[config.mk]
export PLATFORM = sky130hd
export DESIGN_NAME = speed_pid_controller
export DESIGN_NICKNAME = d
export VERILOG_FILES = /design/src/rtl/core/spc_pkg.sv /design/src/rtl/core/speed_pid_controller.sv
export SDC_FILE = /design/constraint.sdc
export NUM_CORES = 2
export LEC_CHECK = 0
export ABC_AREA = 1
export BUFFER_PORTS_ARGS = -buffer_cell sky130_fd_sc_hd__clkbuf_2
export CORE_UTILIZATION = 60
export DETAILED_ROUTE_END_ITERATION = 8
export HOLD_SLACK_MARGIN = 0.06
export PLACE_DENSITY = 0.77
export RECOVER_POWER = 50
export SLEW_MARGIN = 20
export SYNTH_ARGS = -nofsm -noshare
export SYNTH_HDL_FRONTEND = slang
export SYNTH_SLANG_ARGS = --single-unit
[constraint.sdc]
create_clock -name clock -period 24.7 [get_ports clock]
set_input_delay 4.94 -clock clock [delete_from_list [all_inputs] [get_ports clock]]
set_output_delay 4.94 -clock clock [all_outputs]
set_load 0.02 [all_outputs]
[src/rtl/core/spc_pkg.sv]
// Package for the speed PID controller: register indexes, stage count and
// fixed arithmetic constants. No dependencies.

package spc_pkg;

   // Configuration register indexes.
   typedef enum logic [1:0] {
      CSR_GAIN_P       = 2'd0,
      CSR_GAIN_I       = 2'd1,
      CSR_GAIN_D       = 2'd2,
      CSR_OUTPUT_LIMIT = 2'd3
   } csr_index_type;

   // Pipeline depth from the input register to the result register.
   localparam int NUM_STAGES = 7;

   // Error clamps for the proportional and integral paths (13-bit signed).
   localparam logic signed [12:0] P_ERR_CLAMP = 13'sd700;
   localparam logic signed [12:0] I_ERR_CLAMP = 13'sd600;

   // Accumulator saturation bound (17-bit signed).
   localparam logic signed [16:0] ACC_CLAMP = 17'sd50000;

   // Reciprocal of 100 for magnitudes below 2**22: floor(m / 100) equals
   // (m * DIV100_MULT) >> DIV100_SHIFT.
   localparam logic [22:0] DIV100_MULT  = 23'd5368710;
   localparam int          DIV100_SHIFT = 29;

   // Reset value of the drive bound.
   localparam logic [14:0] OUTPUT_LIMIT_RESET = 15'd1000;

endpackage

[src/rtl/core/speed_pid_controller.sv]
// Speed PID controller top level: a seven-stage pipeline that turns encoder
// counts and a target speed into a saturated drive value.
// Depends on spc_pkg.
//
//  channel  | direction | handshake               | payload
//  ---------+-----------+-------------------------+----------------------------------
//  req      | in        | req_valid / req_ready   | count_left, count_right, target_speed
//  rsp      | out       | rsp_valid / rsp_ready   | drive, measured_speed
//  csr      | in        | csr_write_enable        | csr_index, csr_data
//
// One beat is accepted per cycle unless every stage is full and rsp_ready is low;
// the edge that accepts a beat loads it into the input register, and from there it
// passes stage by stage to the result register. The depth is set by the chain of
// stages: error forming, gain products, accumulator, total, divide and saturate.
// Reset clears all valid bits, the previous error, the accumulator and the
// gains, and sets the drive bound to its default; no clearing pass follows it.
// Each stage holds its beat only while the stage after it is full and stalled,
// so empty stages keep taking beats while a finished result waits on rsp_ready.

module speed_pid_controller
   import spc_pkg::*;
(
   input  logic               clock,
   input  logic               reset,

   input  logic               req_valid,
   output logic               req_ready,
   input  logic signed [11:0] req_count_left,
   input  logic signed [11:0] req_count_right,
   input  logic signed [11:0] req_target_speed,

   output logic               rsp_valid,
   input  logic               rsp_ready,
   output logic signed [15:0] rsp_drive,
   output logic signed [11:0] rsp_measured_speed,

   input  logic               csr_write_enable,
   input  logic [1:0]         csr_index,
   input  logic [14:0]        csr_data
);

   // ---------------------------------------------------------------------
   // Configuration registers. The user must change them only while the pipeline
   // is idle; the block does not enforce it. The stages read them directly.
   // ---------------------------------------------------------------------
   logic [7:0]  gain_p_ff, gain_i_ff, gain_d_ff;
   logic [14:0] output_limit_ff;

   always_ff @(posedge clock) begin
      if (reset) begin
         gain_p_ff       <= '0;
         gain_i_ff       <= '0;
         gain_d_ff       <= '0;
         output_limit_ff <= OUTPUT_LIMIT_RESET;
      end else if (csr_write_enable) begin
         unique case (csr_index_type'(csr_index))
            CSR_GAIN_P:       gain_p_ff       <= csr_data[7:0];
            CSR_GAIN_I:       gain_i_ff       <= csr_data[7:0];
            CSR_GAIN_D:       gain_d_ff       <= csr_data[7:0];
            CSR_OUTPUT_LIMIT: output_limit_ff <= csr_data;
         endcase
      end
   end

   // ---------------------------------------------------------------------
   // Pipeline flow control. A stage may load when it is empty or when the
   // stage after it loads in the same cycle; the result register may load
   // when it is empty or its beat is being taken.
   // ---------------------------------------------------------------------
   logic [NUM_STAGES-1:0] valid_ff;
   logic [NUM_STAGES-1:0] valid_in;
   logic [NUM_STAGES-1:0] load;

   always_comb begin
      load[NUM_STAGES-1] = !valid_ff[NUM_STAGES-1] || rsp_ready;
      for (int k = NUM_STAGES - 2; k >= 0; k--) begin
         load[k] = !valid_ff[k] || load[k+1];
      end
      valid_in = valid_ff;
      if (load[0]) begin
         valid_in[0] = req_valid;
      end
      for (int k = 1; k < NUM_STAGES; k++) begin
         if (load[k]) begin
            valid_in[k] = valid_ff[k-1];
         end
      end
   end

   always_ff @(posedge clock) begin
      if (reset) begin
         valid_ff <= '0;
      end else begin
         valid_ff <= valid_in;
      end
   end

   assign req_ready = load[0];
   assign rsp_valid = valid_ff[NUM_STAGES-1];

   // ---------------------------------------------------------------------
   // Stage 0: input register.
   // ---------------------------------------------------------------------
   logic signed [11:0] left_ff, right_ff, target_ff;

   always_ff @(posedge clock) begin
      if (load[0]) begin
         left_ff   <= req_count_left;
         right_ff  <= req_count_right;
         target_ff <= req_target_speed;
      end
   end

   // ---------------------------------------------------------------------
   // Stage 1: measured speed, error, clamped errors and error change.
   // The halving rounds toward zero, so negative sums get one added
   // before the arithmetic shift.
   // ---------------------------------------------------------------------
   logic signed [12:0] count_sum;
   logic signed [12:0] speed_wide;
   logic signed [12:0] error_in;
   logic signed [12:0] err_p_wide, err_i_wide;
   logic signed [13:0] error_change;

   logic signed [12:0] prev_error_ff;
   logic signed [11:0] speed1_ff;
   logic signed [10:0] err_p_ff, err_i_ff;
   logic signed [13:0] error_change_ff;

   always_comb begin
      count_sum  = {left_ff[11], left_ff} + {right_ff[11], right_ff};
      speed_wide = (count_sum + $signed({12'd0, count_sum[12]})) >>> 1;
      error_in   = {target_ff[11], target_ff} - speed_wide;

      if (error_in > P_ERR_CLAMP) begin
         err_p_wide = P_ERR_CLAMP;
      end else if (error_in < -P_ERR_CLAMP) begin
         err_p_wide = -P_ERR_CLAMP;
      end else begin
         err_p_wide = error_in;
      end

      if (error_in > I_ERR_CLAMP) begin
         err_i_wide = I_ERR_CLAMP;
      end else if (error_in < -I_ERR_CLAMP) begin
         err_i_wide = -I_ERR_CLAMP;
      end else begin
         err_i_wide = error_in;
      end

      error_change = {error_in[12], error_in} - {prev_error_ff[12], prev_error_ff};
   end

   // The previous error advances only when a real beat enters stage 1.
   always_ff @(posedge clock) begin
      if (reset) begin
         prev_error_ff <= '0;
      end else if (load[1] && valid_ff[0]) begin
         prev_error_ff <= error_in;
      end
   end

   always_ff @(posedge clock) begin
      if (load[1]) begin
         speed1_ff       <= speed_wide[11:0];
         err_p_ff        <= err_p_wide[10:0];
         err_i_ff        <= err_i_wide[10:0];
         error_change_ff <= error_change;
      end
   end

   // ---------------------------------------------------------------------
   // Stage 2: the three gain products.
   // ---------------------------------------------------------------------
   logic signed [19:0] prop2_ff;
   logic signed [22:0] deriv2_ff;
   logic signed [19:0] int_step2_ff;
   logic signed [11:0] speed2_ff;

   always_ff @(posedge clock) begin
      if (load[2]) begin
         prop2_ff     <= 20'(err_p_ff) * 20'($signed({1'b0, gain_p_ff}));
         deriv2_ff    <= 23'(error_change_ff) * 23'($signed({1'b0, gain_d_ff}));
         int_step2_ff <= 20'(err_i_ff) * 20'($signed({1'b0, gain_i_ff}));
         speed2_ff    <= speed1_ff;
      end
   end

   // ---------------------------------------------------------------------
   // Stage 3: accumulator. The unclamped sum goes on to the drive path; the
   // stored sum is saturated afterwards.
   // ---------------------------------------------------------------------
   logic signed [19:0] acc_sum;
   logic signed [16:0] integral_in;
   logic signed [16:0] integral_ff;

   logic signed [19:0] prop3_ff;
   logic signed [22:0] deriv3_ff;
   logic signed [19:0] acc3_ff;
   logic signed [11:0] speed3_ff;

   always_comb begin
      acc_sum = {{3{integral_ff[16]}}, integral_ff} + int_step2_ff;
      if (acc_sum > 20'(ACC_CLAMP)) begin
         integral_in = ACC_CLAMP;
      end else if (acc_sum < -20'(ACC_CLAMP)) begin
         integral_in = -ACC_CLAMP;
      end else begin
         integral_in = acc_sum[16:0];
      end
   end

   always_ff @(posedge clock) begin
      if (reset) begin
         integral_ff <= '0;
      end else if (load[3] && valid_ff[2]) begin
         integral_ff <= integral_in;
      end
   end

   always_ff @(posedge clock) begin
      if (load[3]) begin
         prop3_ff  <= prop2_ff;
         deriv3_ff <= deriv2_ff;
         acc3_ff   <= acc_sum;
         speed3_ff <= speed2_ff;
      end
   end

   // ---------------------------------------------------------------------
   // Stage 4: total before scaling. The division by eight rounds toward
   // zero, so negative sums are biased by seven before the shift.
   // ---------------------------------------------------------------------
   logic signed [19:0] acc_eighth;
   logic signed [23:0] total_in;
   logic signed [23:0] total4_ff;
   logic signed [11:0] speed4_ff;

   always_comb begin
      acc_eighth = (acc3_ff + $signed({17'd0, {3{acc3_ff[19]}}})) >>> 3;
      total_in   = {{4{prop3_ff[19]}}, prop3_ff} + {deriv3_ff[22], deriv3_ff}
                 + {{4{acc_eighth[19]}}, acc_eighth};
   end

   always_ff @(posedge clock) begin
      if (load[4]) begin
         total4_ff <= total_in;
         speed4_ff <= speed3_ff;
      end
   end

   // ---------------------------------------------------------------------
   // Stage 5: divide the magnitude by 100 with a reciprocal multiply.
   // ---------------------------------------------------------------------
   logic [23:0] total_abs;
   logic [44:0] quot_product;
   logic [14:0] quot5_ff;
   logic        neg5_ff;
   logic signed [11:0] speed5_ff;

   always_comb begin
      total_abs    = total4_ff[23] ? 24'(-total4_ff) : 24'(total4_ff);
      quot_product = {23'd0, total_abs[21:0]} * {22'd0, DIV100_MULT};
   end

   always_ff @(posedge clock) begin
      if (load[5]) begin
         quot5_ff  <= quot_product[DIV100_SHIFT+14:DIV100_SHIFT];
         neg5_ff   <= total4_ff[23];
         speed5_ff <= speed4_ff;
      end
   end

   // ---------------------------------------------------------------------
   // Stage 6: saturate to the drive bound, restore the sign, result register.
   // ---------------------------------------------------------------------
   logic [14:0]        drive_mag;
   logic signed [15:0] drive_in;
   logic signed [15:0] drive_ff;
   logic signed [11:0] speed6_ff;

   always_comb begin
      drive_mag = (quot5_ff > output_limit_ff) ? output_limit_ff : quot5_ff;
      drive_in  = neg5_ff ? -$signed({1'b0, drive_mag}) : $signed({1'b0, drive_mag});
   end

   always_ff @(posedge clock) begin
      if (load[6]) begin
         drive_ff  <= drive_in;
         speed6_ff <= speed5_ff;
      end
   end

   assign rsp_drive          = drive_ff;
   assign rsp_measured_speed = speed6_ff;

   // ---------------------------------------------------------------------
   // Assertions.
   // ---------------------------------------------------------------------

   // The stored accumulator never leaves its saturation band.
   a_integral_bound: assert property (@(posedge clock) disable iff (reset)
      (integral_ff <= ACC_CLAMP) && (integral_ff >= -ACC_CLAMP))
      else $error("accumulator outside its saturation band");

   // A delivered drive respects the configured bound.
   a_drive_bound: assert property (@(posedge clock) disable iff (reset)
      rsp_valid |-> ((rsp_drive <= $signed({1'b0, output_limit_ff}))
                  && (rsp_drive >= -$signed({1'b0, output_limit_ff}))))
      else $error("drive beyond output limit");

   // With the consumer ready, the pipeline never refuses a beat.
   a_no_stall: assert property (@(posedge clock) disable iff (reset)
      rsp_ready |-> req_ready)
      else $error("input stalled while output is free");

   // An accepted beat occupies the input stage in the next cycle.
   a_accept_fills: assert property (@(posedge clock) disable iff (reset)
      (req_valid && req_ready) |=> valid_ff[0])
      else $error("accepted beat lost at input stage");

endmodule
==> reports/qor.txt <==
Status - finished with violations
Failing checks - max-capacitance violations, max-slew violations
Crit-path slowest cell - inv_1
Fillcell total - 5301
Max FO, Critical Path - 38
RSZ-0062 raised after global routing - false
RR Endpoint - quot5_ff[11]
Sequential fraction of the synthesis area - 28.2%
Hold path start - deriv2_ff[12]
Postcts setup bufs - 0
Cell Chain, Critical Path - clkbuf_1 > nor2_1 > inv_1 > nor2_1 > inv_1 > nor2_1 > inv_2 > nor2_2 > inv_2 > nor2_1 > inv_2 > nor2_2 > nand2_1 > buf_4 > clkbuf_2
Post-Synthesis Cells - 4493
Share of cells above drive strength 1 - 5.16%
Die area - 67700 µm²
Post_cts resized - 0
Iteration-0 DRC Markers - 1813
H-tree depth - 2
Setup violators final - 0
Clock Pin Slew Worst Setup and Hold Paths - 60 ps
Die Ht - 260 µm
Most used cell, CP - nor2_1
Via total after detailed routing - 28562
Req. time, crit path - 19760 ps
Tcrit/Tclk final - 56.5%
Top Ports - 88
Area Growth Syn to Fin - 6.82%
Largest net degree at the start of global routing - 77
Clock buffer count from CTS - 44
Final critical-path required period - 13960 ps
GP Congestion - 0.975
CTS tree - built
Unique cell type count in the Yosys netlist - 62
Worst Path Buf+Inv - 8
Critical path class - in2out
Nets@finish - 5496
Setup crit end kind - output pin
Clock root cell - clkbuf_16
Final hold vios - 0
Initial antenna violation count - 1
DR vias/cell - 5.23
Yosys warning count - 0
Setup TNS - 0 ps
Fmax - 0.0716 GHz
Post-DP HPWL - 73500 µm
Max Cap Viol - 2
Max Slew Vio Count - 79
Most common cell after layout, fill and taps aside - inv_1
Commonest register cell after synthesis - edfxtp_1
Die W - 260 µm
Skew-Pair Late Insertion Delay - 600 ps
Core area - 65900 µm²
CP delay by family, top - buffers and inverters
Per-cell routed wire length - 16.2 µm
FFs w/ async S/R, synth - 0%
Worst slew pin tran - 2250 ps
Clk_skew - 33.9 ps
CP arrival - 9020 ps
Global route overflow - 0
Hold Buf Count CTS - 0
Final wirelength - 88600 µm
Site Rows - 94
Post-Syn Area per Cell - 8.90 µm²
DR pass1 iterations - 5
Hold path depth - 0
FF-to-FF path depth - 29
Slew HR - -50.2%
Highest-count cells in the layout ignoring fill and taps - 1223 x inv_1, 818 x nand2_1, 446 x ha_1, 436 x fa_1, 325 x edfxtp_1
EDFF count, synth - 325
R2r startpoint - total4_ff[0]
Number of global-route vias before repair - 29310
PortBufs - 87
FF-to-FF setup slack - 15980 ps
Synth top area cells - edfxtp_1 24%, fa_1 22%, ha_1 14%
Max stage delay on crit path - 860 ps
GR Util All Layers - 27.4%
FF+latch count, synth - 401
Syn_nets - 5433
Sink Count - 401
Hold Crit Class - reg2reg
Mapped cell area - 40000 µm²
Hold endpoint - deriv3_ff[12]
Startpoint Class - input pin
First-pass GRT wire length - 146000 µm
Remaining antenna violation count - 0
Top cell type by total area after synthesis - edfxtp_1
Share of the synthesized area in the top cell type - 24.4%
DRC violations left - 0
Max Root-Sink Buffers - 3
Initial Util - 60.7%
## cell type report
cell class	instances	area (µm²)	area share, %
Inverter	1234	4630	10.8
Multi-Input combinational cell	2777	23600	55.4
Sequential cell	401	11300	26.4
Clock buffer	54	1180	2.77
Antenna cell	1	2.50	0.00586
Clock inverter	28	385	0.903
Tap cell	864	1080	2.53
Timing Repair Buffer	98	500	1.17
## how the worst max path moves through the flow
stage	slack [ps]	start	depth (start not counted)	end
4_1_cts	11430	rsp_ready	15	req_ready
3_3_place_gp	11480	rsp_ready	15	req_ready
6_report	10740	rsp_ready	15	req_ready
5_1_grt	10310	rsp_ready	15	req_ready
2_1_floorplan	9830	rsp_ready	12	req_ready
3_5_place_dp	11460	rsp_ready	15	req_ready
## metal layers
metal	vias up	track usage (%)	wire length (µm)
met5	-	0	0
met4	0	10.4	3640
met3	181	3.87	5030
met2	796	47.9	43600
met1	13669	34.5	36400
li1	13916	-	-
## sequential cells by signal (all words and copies together) (netlist names), 12 cells and up
signal              flops
deriv2_ff              23
deriv3_ff              23
rsp_measured_speed     12
speed2_ff              12
total4_ff              23
speed4_ff              12
prop3_ff               20
left_ff                12
prev_error_ff          13
acc3_ff                20
error_change_ff        14
right_ff               12
rsp_drive              16
target_ff              12
speed5_ff              12
speed1_ff              12
int_step2_ff           20
quot5_ff               15
speed3_ff              12
output_limit_ff        15
integral_ff            17
prop2_ff               20
## cells in the mapped netlist (all sizes together), types with 8 or more instances
cell	n
a21o	10
a21oi	234
a31oi	10
buf	8
clkbuf	73
dfxtp	76
edfxtp	325
fa	436
ha	446
inv	1233
nand2	841
nand3	105
nand4	21
nor2	217
nor3	30
nor4	9
o211ai	9
o21ai	171
xnor2	54
xor2	125
## cell families (layout without fill, tap and decap cells)
kind of cell               after synthesis  in the layout  synth area share, %
xor gates and xnor gates               179            179                 4.03
DFF                                    401            401                 28.2
AOI/OAI and AO/OA                      474            474                 6.65
adders and majority gates              882            882                 35.8
and+or+nand+nor                       1242           1242                 12.8
other                                    0              1                    0
buffers and inverters                 1315           1414                 12.5
## worst register-to-register path, delay by kind of cell (launching register included)
kind	cells	cell delay [ps]
adder cells (fa/ha/maj)	9	3790
AND/OR/NAND/NOR	10	1700
AO/OA/AOI/OAI	3	980
buffers and inverters	5	800
flip-flops	1	610
XOR/XNOR	2	580
## stage by stage
| stage | hold WS (ps) | instance area, µm² | worst slack, ps | cells | utilization [%] |
|---|---|---|---|---|---|
| floorplan | 400 | 40000 | 9830 | 4493 | - |
| global placement | 401 | 41200 | 11480 | 5374 | 62.6 |
| detailed placement | 405 | 41200 | 11460 | 5374 | 62.6 |
| CTS | 411 | 42800 | 11430 | 5456 | 64.9 |
| global route | 424 | 42700 | 10310 | 5456 | 64.8 |
| finish | 413 | 42700 | 10740 | 5457 | 64.8 |
Power is left out: the tool's default activity adds up to more than one toggle a clock period on the data nets, which glitch-free logic cannot reach.
